`config.mk`:
```
export PLATFORM = sky130hd
export DESIGN_NAME = gray_to_ascii_symbol_sampler_core
export DESIGN_NICKNAME = d
export VERILOG_FILES = /design/src/design/gtas_pkg.sv /design/src/design/gtas_regs.sv /design/src/design/gtas_ctrl.sv /design/src/design/gtas_dp.sv /design/src/design/gray_to_ascii_symbol_sampler_core.sv
export VERILOG_INCLUDE_DIRS = /design/src /design/src/design
export SDC_FILE = /design/constraint.sdc
export NUM_CORES = 1
export LEC_CHECK = 0
export BUFFER_PORTS_ARGS = -buffer_cell sky130_fd_sc_hd__buf_2
export CORE_AREA = 2 2 194 196
export DETAILED_ROUTE_END_ITERATION = 8
export DIE_AREA = 0 0 196 198
export PLACE_DENSITY = 0.71
export SKIP_CTS_REPAIR_TIMING = 1
export SYNTH_ARGS = -nofsm -noshare
export SYNTH_HDL_FRONTEND = slang
export SYNTH_SLANG_ARGS = --single-unit
```
`constraint.sdc`:
```
create_clock -name clk -period 5.9 [get_ports clk]
set_input_delay 0.59 -clock clk [delete_from_list [all_inputs] [get_ports clk]]
set_output_delay 0.59 -clock clk [all_outputs]
set_load 0.03 [all_outputs]
```
`src/design/gray_to_ascii_symbol_sampler_core_assert.svh`:
```
// assertion macros for the gray-to-symbol sampler
`ifndef GRAY_TO_ASCII_SYMBOL_SAMPLER_CORE_ASSERT_SVH
`define GRAY_TO_ASCII_SYMBOL_SAMPLER_CORE_ASSERT_SVH

// same-cycle implication, skipped during reset
`define GTAS_ASSERT_IMP(label, clk, rst, ante, cons) \
  label: assert property (@(posedge clk) disable iff (rst) (ante) |-> (cons)) \
    else $error("gtas assertion failed");

// next-cycle implication, skipped during reset
`define GTAS_ASSERT_NXT(label, clk, rst, ante, cons) \
  label: assert property (@(posedge clk) disable iff (rst) (ante) |=> (cons)) \
    else $error("gtas assertion failed");

`endif

```
`src/design/gtas_pkg.sv`:
```
package gtas_pkg;

  // fixed field widths
  localparam int PIXEL_W    = 8;
  localparam int SYMBOL_W   = 8;
  localparam int NSYM_W     = 5;
  localparam int STEP_W     = 12;
  localparam int WORD_W     = 64;
  localparam int CFG_IDX_W  = 3;
  localparam int NEFF_W     = 6;

  // symbol table held in three words of eight bytes
  localparam int TABLE_ENTRIES = 24;
  localparam int TABLE_IDX_W   = $clog2(TABLE_ENTRIES);
  localparam int BYTES_PER_WORD = WORD_W / SYMBOL_W;

  // parameter defaults
  localparam int MAX_SYMBOLS_DEF = 24;
  localparam int COUNT_BITS_DEF  = 12;

  // restoring divider runs one quotient bit per cycle
  localparam int DIV_STEPS = PIXEL_W;
  localparam int DIV_CNT_W = $clog2(DIV_STEPS);

  // 255 / n for n = 0..32, entry zero unused
  localparam logic [PIXEL_W-1:0] STEP_TABLE [0:32] = '{
    8'd1,   8'd255, 8'd127, 8'd85,  8'd63,  8'd51,  8'd42,  8'd36,
    8'd31,  8'd28,  8'd25,  8'd23,  8'd21,  8'd19,  8'd18,  8'd17,
    8'd15,  8'd15,  8'd14,  8'd13,  8'd12,  8'd12,  8'd11,  8'd11,
    8'd10,  8'd10,  8'd9,   8'd9,   8'd9,   8'd8,   8'd8,   8'd8,
    8'd7
  };

  // register map
  typedef enum logic [CFG_IDX_W-1:0] {
    REG_NUM_SYMBOLS      = 3'd0,
    REG_ROW_STEP         = 3'd1,
    REG_COL_STEP         = 3'd2,
    REG_TEXT_ROWS        = 3'd3,
    REG_TEXT_COLS        = 3'd4,
    REG_SYMBOL_WORD_LOW  = 3'd5,
    REG_SYMBOL_WORD_MID  = 3'd6,
    REG_SYMBOL_WORD_HIGH = 3'd7
  } cfg_reg_t;

  typedef struct packed {
    logic [NSYM_W-1:0] num_symbols;
    logic [STEP_W-1:0] row_step;
    logic [STEP_W-1:0] col_step;
    logic [STEP_W-1:0] text_rows;
    logic [STEP_W-1:0] text_cols;
    logic [WORD_W-1:0] symbol_word_low;
    logic [WORD_W-1:0] symbol_word_mid;
    logic [WORD_W-1:0] symbol_word_high;
  } cfg_t;

  // controller to datapath
  typedef struct packed {
    logic start;
    logic step;
    logic load_out;
  } dp_cmd_t;

  // datapath to controller
  typedef struct packed {
    logic div_last;
  } dp_status_t;

endpackage

```
`src/design/gtas_regs.sv`:
```
module gtas_regs (
  input  logic                               clk,
  input  logic                               rst,
  input  logic                               cfg_we,
  input  logic [gtas_pkg::CFG_IDX_W-1:0]     cfg_index,
  input  logic [gtas_pkg::WORD_W-1:0]        cfg_data,
  output gtas_pkg::cfg_t                     cfg
);

  // register file, written one register per cycle
  always_ff @(posedge clk) begin
    if (rst) begin
      cfg.num_symbols      <= gtas_pkg::NSYM_W'(1);
      cfg.row_step         <= gtas_pkg::STEP_W'(1);
      cfg.col_step         <= gtas_pkg::STEP_W'(1);
      cfg.text_rows        <= gtas_pkg::STEP_W'(1);
      cfg.text_cols        <= gtas_pkg::STEP_W'(1);
      cfg.symbol_word_low  <= '0;
      cfg.symbol_word_mid  <= '0;
      cfg.symbol_word_high <= '0;
    end else if (cfg_we) begin
      unique case (gtas_pkg::cfg_reg_t'(cfg_index))
        gtas_pkg::REG_NUM_SYMBOLS:
          cfg.num_symbols <= cfg_data[gtas_pkg::NSYM_W-1:0];
        gtas_pkg::REG_ROW_STEP:         cfg.row_step  <= cfg_data[gtas_pkg::STEP_W-1:0];
        gtas_pkg::REG_COL_STEP:         cfg.col_step  <= cfg_data[gtas_pkg::STEP_W-1:0];
        gtas_pkg::REG_TEXT_ROWS:        cfg.text_rows <= cfg_data[gtas_pkg::STEP_W-1:0];
        gtas_pkg::REG_TEXT_COLS:        cfg.text_cols <= cfg_data[gtas_pkg::STEP_W-1:0];
        gtas_pkg::REG_SYMBOL_WORD_LOW:  cfg.symbol_word_low  <= cfg_data;
        gtas_pkg::REG_SYMBOL_WORD_MID:  cfg.symbol_word_mid  <= cfg_data;
        gtas_pkg::REG_SYMBOL_WORD_HIGH: cfg.symbol_word_high <= cfg_data;
        default: ;
      endcase
    end
  end

endmodule

```
`src/design/gtas_ctrl.sv`:
```
module gtas_ctrl (
  input  logic                    clk,
  input  logic                    rst,
  input  logic                    in_valid,
  output logic                    in_ready,
  output logic                    out_valid,
  input  logic                    out_ready,
  output gtas_pkg::dp_cmd_t       cmd,
  input  gtas_pkg::dp_status_t    status
);

  typedef enum logic [2:0] {
    S_IDLE = 3'b001,
    S_DIV  = 3'b010,
    S_WAIT = 3'b100
  } state_t;

  state_t state;
  state_t state_next;
  logic   out_full;
  logic   out_full_next;
  logic   out_free;

  // output slot is free when empty or being emptied this cycle
  assign out_free  = !out_full || out_ready;
  assign in_ready  = (state == S_IDLE);
  assign out_valid = out_full;

  // sequencing of one item: accept, divide, hand to output register
  always_comb begin
    state_next   = state;
    cmd.start    = 1'b0;
    cmd.step     = 1'b0;
    cmd.load_out = 1'b0;
    unique case (state)
      S_IDLE: begin
        if (in_valid) begin
          cmd.start  = 1'b1;
          state_next = S_DIV;
        end
      end
      S_DIV: begin
        cmd.step = 1'b1;
        if (status.div_last) begin
          if (out_free) begin
            cmd.load_out = 1'b1;
            state_next   = S_IDLE;
          end else begin
            state_next = S_WAIT;
          end
        end
      end
      S_WAIT: begin
        if (out_free) begin
          cmd.load_out = 1'b1;
          state_next   = S_IDLE;
        end
      end
      default: state_next = S_IDLE;
    endcase
  end

  // output occupancy
  always_comb begin
    if (cmd.load_out) begin
      out_full_next = 1'b1;
    end else if (out_ready) begin
      out_full_next = 1'b0;
    end else begin
      out_full_next = out_full;
    end
  end

  always_ff @(posedge clk) begin
    if (rst) begin
      state    <= S_IDLE;
      out_full <= 1'b0;
    end else begin
      state    <= state_next;
      out_full <= out_full_next;
    end
  end

endmodule

```
`src/design/gtas_dp.sv`:
```
module gtas_dp #(
  parameter int MAX_SYMBOLS = gtas_pkg::MAX_SYMBOLS_DEF,
  parameter int COUNT_BITS  = gtas_pkg::COUNT_BITS_DEF
) (
  input  logic                            clk,
  input  logic                            rst,
  input  gtas_pkg::cfg_t                  cfg,
  input  gtas_pkg::dp_cmd_t               cmd,
  output gtas_pkg::dp_status_t            status,
  input  logic [gtas_pkg::PIXEL_W-1:0]    pixel,
  input  logic                            start_of_frame,
  input  logic                            end_of_line,
  output logic [gtas_pkg::SYMBOL_W-1:0]   symbol,
  output logic                            sampled,
  output logic                            end_of_text_row
);

  localparam int CMP_W = ((COUNT_BITS > gtas_pkg::STEP_W) ? COUNT_BITS : gtas_pkg::STEP_W) + 1;
  localparam logic [COUNT_BITS-1:0] CNT_MAX = {COUNT_BITS{1'b1}};
  localparam int PW = gtas_pkg::PIXEL_W;

  // sampling counters
  logic [COUNT_BITS-1:0] row_phase, row_phase_next;
  logic [COUNT_BITS-1:0] text_row_index, text_row_index_next;
  logic [COUNT_BITS-1:0] col_phase, col_phase_next;
  logic [COUNT_BITS-1:0] text_col_index, text_col_index_next;
  logic [COUNT_BITS-1:0] row_phase_cur, text_row_index_cur;
  logic [COUNT_BITS-1:0] col_phase_cur, text_col_index_cur;
  logic [gtas_pkg::STEP_W-1:0] row_s, col_s;
  logic row_wrap, col_wrap;
  logic smp, eotr;

  // item flags held while the divider runs
  logic item_sampled;
  logic item_eotr;

  // divider registers
  logic [PW-1:0]                  quot, quot_next;
  logic [PW-1:0]                  rem, rem_next;
  logic [PW-1:0]                  divisor;
  logic [gtas_pkg::DIV_CNT_W-1:0] div_cnt;
  logic [PW:0]                    trial;

  // symbol selection
  logic [gtas_pkg::NEFF_W-1:0]     n_eff;
  logic [PW-1:0]                   idx;
  logic [gtas_pkg::SYMBOL_W-1:0]   table_bytes [gtas_pkg::TABLE_ENTRIES];
  logic [gtas_pkg::SYMBOL_W-1:0]   code;

  // start of frame clears the counters before judging the pixel
  assign row_phase_cur      = start_of_frame ? '0 : row_phase;
  assign text_row_index_cur = start_of_frame ? '0 : text_row_index;
  assign col_phase_cur      = start_of_frame ? '0 : col_phase;
  assign text_col_index_cur = start_of_frame ? '0 : text_col_index;

  assign smp = (row_phase_cur == '0) && (col_phase_cur == '0) &&
               (CMP_W'(text_row_index_cur) < CMP_W'(cfg.text_rows)) &&
               (CMP_W'(text_col_index_cur) < CMP_W'(cfg.text_cols));
  assign eotr = smp &&
                (CMP_W'(text_col_index_cur) + CMP_W'(1) == CMP_W'(cfg.text_cols));

  // zero step counts as one
  assign row_s = (cfg.row_step == '0) ? gtas_pkg::STEP_W'(1) : cfg.row_step;
  assign col_s = (cfg.col_step == '0) ? gtas_pkg::STEP_W'(1) : cfg.col_step;

  assign row_wrap = (CMP_W'(row_phase_cur) + CMP_W'(1) >= CMP_W'(row_s)) ||
                    (row_phase_cur == CNT_MAX);
  assign col_wrap = (CMP_W'(col_phase_cur) + CMP_W'(1) >= CMP_W'(col_s)) ||
                    (col_phase_cur == CNT_MAX);

  // counter advance: end of line steps the rows, otherwise the columns
  always_comb begin
    row_phase_next      = row_phase_cur;
    text_row_index_next = text_row_index_cur;
    col_phase_next      = col_phase_cur;
    text_col_index_next = text_col_index_cur;
    if (end_of_line) begin
      col_phase_next      = '0;
      text_col_index_next = '0;
      if (row_wrap) begin
        row_phase_next = '0;
        if (text_row_index_cur != CNT_MAX) begin
          text_row_index_next = text_row_index_cur + COUNT_BITS'(1);
        end
      end else begin
        row_phase_next = row_phase_cur + COUNT_BITS'(1);
      end
    end else begin
      if (col_wrap) begin
        col_phase_next = '0;
        if (text_col_index_cur != CNT_MAX) begin
          text_col_index_next = text_col_index_cur + COUNT_BITS'(1);
        end
      end else begin
        col_phase_next = col_phase_cur + COUNT_BITS'(1);
      end
    end
  end

  always_ff @(posedge clk) begin
    if (rst) begin
      row_phase      <= '0;
      text_row_index <= '0;
      col_phase      <= '0;
      text_col_index <= '0;
    end else if (cmd.start) begin
      row_phase      <= row_phase_next;
      text_row_index <= text_row_index_next;
      col_phase      <= col_phase_next;
      text_col_index <= text_col_index_next;
    end
  end

  // effective symbol count, clamped to one and to MAX_SYMBOLS
  always_comb begin
    if (cfg.num_symbols == '0) begin
      n_eff = gtas_pkg::NEFF_W'(1);
    end else if (gtas_pkg::NEFF_W'(cfg.num_symbols) > gtas_pkg::NEFF_W'(MAX_SYMBOLS)) begin
      n_eff = gtas_pkg::NEFF_W'(MAX_SYMBOLS);
    end else begin
      n_eff = gtas_pkg::NEFF_W'(cfg.num_symbols);
    end
  end

  // one restoring step: shift in the next dividend bit and try to subtract
  assign trial = {rem, quot[PW-1]} - {1'b0, divisor};

  always_comb begin
    quot_next = quot;
    rem_next  = rem;
    if (cmd.step) begin
      if (!trial[PW]) begin
        rem_next  = trial[PW-1:0];
        quot_next = {quot[PW-2:0], 1'b1};
      end else begin
        rem_next  = {rem[PW-2:0], quot[PW-1]};
        quot_next = {quot[PW-2:0], 1'b0};
      end
    end
  end

  assign status.div_last = (div_cnt == gtas_pkg::DIV_CNT_W'(gtas_pkg::DIV_STEPS - 1));

  always_ff @(posedge clk) begin
    if (cmd.start) begin
      quot         <= pixel;
      rem          <= '0;
      divisor      <= gtas_pkg::STEP_TABLE[n_eff];
      div_cnt      <= '0;
      item_sampled <= smp;
      item_eotr    <= eotr;
    end else begin
      quot <= quot_next;
      rem  <= rem_next;
      if (cmd.step) begin
        div_cnt <= div_cnt + gtas_pkg::DIV_CNT_W'(1);
      end
    end
  end

  // clamp the quotient to the last symbol and look up its code
  assign idx = (quot_next >= PW'(n_eff)) ? PW'(n_eff) - PW'(1) : quot_next;

  always_comb begin
    for (int b = 0; b < gtas_pkg::BYTES_PER_WORD; b++) begin
      table_bytes[b] = cfg.symbol_word_low[b*gtas_pkg::SYMBOL_W +: gtas_pkg::SYMBOL_W];
      table_bytes[b + gtas_pkg::BYTES_PER_WORD] =
        cfg.symbol_word_mid[b*gtas_pkg::SYMBOL_W +: gtas_pkg::SYMBOL_W];
      table_bytes[b + 2*gtas_pkg::BYTES_PER_WORD] =
        cfg.symbol_word_high[b*gtas_pkg::SYMBOL_W +: gtas_pkg::SYMBOL_W];
    end
  end

  assign code = (idx < PW'(gtas_pkg::TABLE_ENTRIES)) ?
                table_bytes[idx[gtas_pkg::TABLE_IDX_W-1:0]] : '0;

  // output register
  always_ff @(posedge clk) begin
    if (cmd.load_out) begin
      symbol          <= code;
      sampled         <= item_sampled;
      end_of_text_row <= item_eotr;
    end
  end

endmodule

```
`src/design/gray_to_ascii_symbol_sampler_core.sv`:
```
// Gray pixel to symbol mapper with a text-grid sampler.
// Input channel: pixel, start_of_frame, end_of_line under in_valid/in_ready,
// pixels in raster order. Output channel: symbol, sampled, end_of_text_row
// under out_valid/out_ready, exactly one result per pixel, in order.
// Configuration: write cfg_data into register cfg_index when cfg_we is high;
// write only while no pixel is in flight.
// Flow: a taken pixel loads the divider, which then runs all its steps; the
// result then enters the output register. The block holds one pixel at a
// time; the quotient of pixel over the symbol step comes from a restoring
// divider that yields one bit per cycle, and no new pixel is taken until
// the result has entered the output register.
// The next pixel is taken while a finished result still waits at the output.
// Stall: if out_ready is low, the result stays in the output register and a
// newly computed one waits in the divider; in_ready stays low meanwhile.
// Reset: counts and steps return to one, table words to zero, sampling
// counters to zero, and both channels go empty.
module gray_to_ascii_symbol_sampler_core #(
  parameter int MAX_SYMBOLS = gtas_pkg::MAX_SYMBOLS_DEF,
  parameter int COUNT_BITS  = gtas_pkg::COUNT_BITS_DEF
) (
  input  logic                              clk,
  input  logic                              rst,
  input  logic                              cfg_we,
  input  logic [gtas_pkg::CFG_IDX_W-1:0]    cfg_index,
  input  logic [gtas_pkg::WORD_W-1:0]       cfg_data,
  input  logic                              in_valid,
  output logic                              in_ready,
  input  logic [gtas_pkg::PIXEL_W-1:0]      pixel,
  input  logic                              start_of_frame,
  input  logic                              end_of_line,
  output logic                              out_valid,
  input  logic                              out_ready,
  output logic [gtas_pkg::SYMBOL_W-1:0]     symbol,
  output logic                              sampled,
  output logic                              end_of_text_row
);

`include "gray_to_ascii_symbol_sampler_core_assert.svh"

  gtas_pkg::cfg_t       cfg;
  gtas_pkg::dp_cmd_t    cmd;
  gtas_pkg::dp_status_t status;

  // configuration registers
  gtas_regs u_regs (
    .clk       (clk),
    .rst       (rst),
    .cfg_we    (cfg_we),
    .cfg_index (cfg_index),
    .cfg_data  (cfg_data),
    .cfg       (cfg)
  );

  // sequencing
  gtas_ctrl u_ctrl (
    .clk       (clk),
    .rst       (rst),
    .in_valid  (in_valid),
    .in_ready  (in_ready),
    .out_valid (out_valid),
    .out_ready (out_ready),
    .cmd       (cmd),
    .status    (status)
  );

  // counters, divider and symbol lookup
  gtas_dp #(
    .MAX_SYMBOLS (MAX_SYMBOLS),
    .COUNT_BITS  (COUNT_BITS)
  ) u_dp (
    .clk             (clk),
    .rst             (rst),
    .cfg             (cfg),
    .cmd             (cmd),
    .status          (status),
    .pixel           (pixel),
    .start_of_frame  (start_of_frame),
    .end_of_line     (end_of_line),
    .symbol          (symbol),
    .sampled         (sampled),
    .end_of_text_row (end_of_text_row)
  );

  // one pixel in flight: no second transfer right after a taken one
  `GTAS_ASSERT_NXT(a_one_in_flight, clk, rst, in_valid && in_ready, !in_ready)

  // a text row end is always a sampled position
  `GTAS_ASSERT_IMP(a_eotr_sampled, clk, rst, out_valid && !sampled, !end_of_text_row)

  // the output register is not reloaded in the cycle after a pixel is taken
  `GTAS_ASSERT_NXT(a_out_hold, clk, rst, in_valid && in_ready, !out_valid || $stable(symbol))

endmodule
```
==> results.md <==
### Power and ir drop
- 7.50 nW — Pleak
- 288 nW/um^2 — power density over the cells
- 0.214 mV — Peak VDD IR

### GRT
- 0.298 — All-Layer GR Usage
- 0 — total grt overflow
- 126 — maximum number of pins on one net before global-route repair
- 16,000 — number of global-route vias before repair
- 1 — antenna violations before repair
- 90.7 mm — first-pass GRT wire length

### Timing
- 0.0187 ns — Worst Skew
- 178 MHz — top achievable clock speed
- 0 — hold violation total from the final report
- 0 — setup-violating endpoint count in the final report
- 0 — final count of pins violating max slew
- 1.41 ns — Worst Tran Pin Value
- 0 ns — Setup TNS
- 5.61 ns — final critical-path required period
- 0.950 — final period utilization
- false — unrepaired setup endpoints after global routing
- 0.0469 — worst max-slew margin expressed relative to the limit
- 0.250 ns — smallest hold slack

### Logic synthesis
- 2,361 — cell count after synthesis
- 0 — Yosys warning count
- 7.67 um^2 — per-instance average area after synthesis
- 2,516 — syn_nets
- 82 — number of distinct library cells after synthesis
- 0.382 — sequential cell area fraction in the yosys report
- sky130_fd_sc_hd__dfxtp_1 — most used flip-flop cell after synthesis
- 336 — Seq cells post-synth
- 20 — number of enable flip-flop cells after synthesis
- 0 — share of flip-flops with an asynchronous set or reset
- 18,100 um^2 — Netlist Area Pre-Place

### Placement
- 18,900 um^2 — Cell Area, Placed
- 40.7 mm — HPWL Detailed
- 93 — # port buffers
- 0.959 — GPL Wtd Cong

### Worst setup path
- reg2reg — kind of critical path
- u_dp.quot[7]$_DFF_P_ — Crit Reg-Reg Startpoint
- inv_1 -> ha_1 -> fa_1 -> nor2b_1 -> o31ai_1 -> a21oi_2 -> mux2_2 -> nand2_4 -> inv_2 -> ha_1 -> nand2b_1 -> a2111oi_1 -> buf_4 -> o31a_2 -> mux2i_2 -> buf_4 -> nand2b_1 -> nor2_2 -> a21boi_0 -> a2111o_1 -> or4_1 — critical-path cell list
- register — crit path launch type
- 5.89 ns — arrival time of data at the critical path endpoint
- 6.19 ns — required time at the endpoint of the critical path
- u_dp.symbol[1]$_SDFFCE_PP0P_ — worst flop-to-flop path endpoint
- 0.29 ns — setup slack on the worst flop-to-flop path
- 0.42 ns — highest cell delay on the worst timing path
- 21 — number of cells traversed by the worst register-to-register path
- 15 — maximum fanout along the worst path
- sky130_fd_sc_hd__a2111oi_1 — slowest stage cell on the critical path
- register — endpoint class of the critical path

### Clock network
- 0.56 ns — insertion delay to the later sink of the worst-skew pair
- 2 — maximum level of the CTS H-tree
- 3 — Max Buffers Root-to-Sink
- 38 — number of buffers inserted during clock tree synthesis
- 336 — sink count of the clock tree
- 0.06 ns — Reg clk slew, reported paths
- sky130_fd_sc_hd__clkbuf_16 — clock tree root driver cell
- yes — clock tree from TritonCTS

### Route
- 0 — Routed Antenna Nets
- 20.3 um — average wire length per cell after detail routing
- 58.6 mm — drt total wl
- 17,400 — routed via count
- 0 — final routed DRC violation total
- 6.04 — detail-routed via count per cell
- 6 — detailed-router iteration count before antenna repair
- 1,679 — violation count after the first detailed-routing iteration

### Finish
- 2,535 — net count of the finished layout
- 0.548 — core occupancy in the finished layout
- 0.108 — proportion of layout cells with a drive suffix above 1
- 20,200 um^2 — finished layout cell area
- 11.7% — area grow syn2layout
- 3,502 — filler cell count

### Status
- finished clean — outcome

### Die
- 37,000 um^2 — core box area
- 198 um — Die Y
- 196 um — die width
- 71 — standard-cell rows
- 38,800 um^2 — total die area
- 0.490 — starting density of the core
- 94 — I/O pins

### Min path
- 3 — cell count of the worst hold path
- in2reg — Hold Path Class
- u_dp.quot[5]$_DFF_P_ — Worst Hold Path EP
- pixel[5] — Worst Hold Launch

### Flow run
- 0 — Max-Cap Viols

## Yosys cell counts, drive strengths merged (5+ instances only)
| master | count | area [um^2] |
|---|---|---|
| buf | 32 | 174 |
| nand4 | 22 | 138 |
| dfxtp | 316 | 6330 |
| a2111oi | 13 | 115 |
| mux2i | 57 | 571 |
| nand3 | 93 | 465 |
| o211a | 5 | 50.1 |
| nand2 | 584 | 2210 |
| a211oi | 25 | 193 |
| inv | 86 | 323 |
| nor2b | 37 | 231 |
| a2111o | 8 | 90.1 |
| mux2 | 24 | 274 |
| o31ai | 8 | 70.1 |
| o211ai | 32 | 240 |
| o21a | 10 | 75.1 |
| a22oi | 25 | 188 |
| ha | 72 | 901 |
| xor2 | 20 | 175 |
| o21ai | 43 | 215 |
| edfxtp | 20 | 601 |
| a31oi | 32 | 200 |
| nor3 | 20 | 100 |
| or4 | 7 | 52.6 |
| and3 | 32 | 200 |
| nor4 | 16 | 100 |
| nand2b | 16 | 100 |
| clkbuf | 132 | 502 |
| o311ai | 10 | 87.6 |
| a21boi | 15 | 113 |
| o22ai | 10 | 62.6 |
| nor2 | 110 | 415 |
| nand3b | 9 | 67.6 |
| a21o | 10 | 75.1 |
| or3 | 14 | 87.6 |
| xnor2 | 24 | 210 |
| a21oi | 308 | 1550 |
## stage by stage
| step | cells | total power [mW] | worst slack, ns |
|---|---|---|---|
| 5_1_grt | 2880 | 6.03 | 0.0392 |
| 6_report | 2883 | 5.83 | 0.294 |
| 2_1_floorplan | 2361 | 3.10 | 0.476 |
| 3_3_place_gp | 2808 | 3.41 | 0.491 |
| 4_1_cts | 2874 | 5.83 | 0.285 |
| 3_5_place_dp | 2808 | 3.43 | 0.347 |
## flip-flops by register name, summed over array words and instances (netlist names)
signal                cells
u_dp.quot                 8
u_dp.div_cnt              3
u_dp.symbol               8
u_dp.end_of_text_row      1
u_dp.sampled              1
u_ctrl.out_valid          1
u_dp.text_row_index      12
u_regs.cfg              245
u_dp.item_eotr            1
u_dp.item_sampled         1
u_dp.col_phase           12
u_dp.row_phase           12
u_dp.rem                  8
u_dp.text_col_index      12
u_dp.divisor              8
u_ctrl.state              3
## where the power goes
part	internal, mW	switching [mW]
Clock	1.44	0.976
Combinational	0.304	0.660
Sequential	2.38	0.0753
Total	4.12	1.71
## critical path, delay by kind of cell (launching register included)
kind,cells,cell delay [ns]
fa+ha+maj,3,0.87
buf+inv,4,0.60
compound gates,6,1.74
simple gates,6,1.07
mux,2,0.66
flops,1,0.39
## worst max path at each step
| stage | to | slack, ns | cells past startpoint | startpoint |
|---|---|---|---|---|
| 3_5_place_dp | u_dp.symbol[3]$_SDFFCE_PP0P_ | 0.35 | 20 | u_dp.quot[7]$_DFF_P_ |
| 4_1_cts | u_dp.symbol[1]$_SDFFCE_PP0P_ | 0.28 | 20 | u_dp.quot[7]$_DFF_P_ |
| 5_1_grt | u_dp.symbol[1]$_SDFFCE_PP0P_ | 0.04 | 21 | u_dp.quot[7]$_DFF_P_ |
| 2_1_floorplan | u_dp.symbol[2]$_SDFFCE_PP0P_ | 0.48 | 22 | u_dp.quot[7]$_DFF_P_ |
| 6_report | u_dp.symbol[1]$_SDFFCE_PP0P_ | 0.29 | 21 | u_dp.quot[7]$_DFF_P_ |
| 3_3_place_gp | u_dp.symbol[1]$_SDFFCE_PP0P_ | 0.49 | 20 | u_dp.quot[7]$_DFF_P_ |
## per-layer routing
metal,track usage,routed length (um),vias to the layer above
li1,-,-,8285
met1,0.401,25200,8308
met2,0.491,27600,701
met3,0.0385,4160,113
met4,0.105,1680,2
met5,0,17,-
## cell families (layout without fill, tap and decap cells)
| logic type | after synthesis | after routing | share of synthesized area |
|---|---|---|---|
| compound gates | 598 | 598 | 0.205 |
| xor+xnor | 44 | 44 | 0.0213 |
| fa+ha+maj | 73 | 73 | 0.0508 |
| buf+inv | 251 | 296 | 0.0553 |
| flops | 336 | 336 | 0.382 |
| mux | 81 | 81 | 0.0466 |
| other cells | 0 | 3 | 0 |
| simple gates | 978 | 978 | 0.238 |
## cell usage in the layout, fill, tap and decap left out, types with 6 or more instances in the layout
cell,n
sky130_fd_sc_hd__a2111o_1,8
sky130_fd_sc_hd__buf_2,92
sky130_fd_sc_hd__and3_1,32
sky130_fd_sc_hd__o311ai_0,9
sky130_fd_sc_hd__o211ai_1,32
sky130_fd_sc_hd__a31oi_1,32
sky130_fd_sc_hd__o31ai_1,6
sky130_fd_sc_hd__xor2_1,20
sky130_fd_sc_hd__nor2_1,105
sky130_fd_sc_hd__o22ai_1,10
sky130_fd_sc_hd__nor2b_1,37
sky130_fd_sc_hd__dfxtp_1,316
sky130_fd_sc_hd__a21oi_1,305
sky130_fd_sc_hd__clkbuf_8,8
sky130_fd_sc_hd__inv_1,84
sky130_fd_sc_hd__o21ai_0,42
sky130_fd_sc_hd__a2111oi_0,12
sky130_fd_sc_hd__a22oi_1,25
sky130_fd_sc_hd__nand2_1,582
sky130_fd_sc_hd__clkbuf_16,41
sky130_fd_sc_hd__o21a_1,10
sky130_fd_sc_hd__buf_4,49
sky130_fd_sc_hd__xnor2_1,24
sky130_fd_sc_hd__or3_1,14
sky130_fd_sc_hd__a21o_1,10
sky130_fd_sc_hd__ha_1,72
sky130_fd_sc_hd__nand2b_1,16
sky130_fd_sc_hd__or4_1,7
sky130_fd_sc_hd__nor4_1,16
sky130_fd_sc_hd__nor3_1,20
sky130_fd_sc_hd__nand4_1,22
sky130_fd_sc_hd__mux2i_1,56
sky130_fd_sc_hd__clkinv_2,9
sky130_fd_sc_hd__nand3b_1,9
sky130_fd_sc_hd__a21boi_0,15
sky130_fd_sc_hd__nand3_1,91
sky130_fd_sc_hd__edfxtp_1,20
sky130_fd_sc_hd__mux2_2,23
sky130_fd_sc_hd__a211oi_1,24
## final cells by class
| cell class | instances | area, um^2 | share of cell area |
|---|---|---|---|
| antenna | 3 | 7.51 | 0.000371 |
| clock inverter | 15 | 135 | 0.00668 |
| inverter | 87 | 327 | 0.0161 |
| tap | 474 | 593 | 0.0293 |
| multi-input combinational | 1774 | 10300 | 0.507 |
| timing repair buffer | 143 | 862 | 0.0426 |
| clock buffer | 51 | 1130 | 0.0560 |
| sequential | 336 | 6930 | 0.342 |
(Power assumes the default switching activity.)
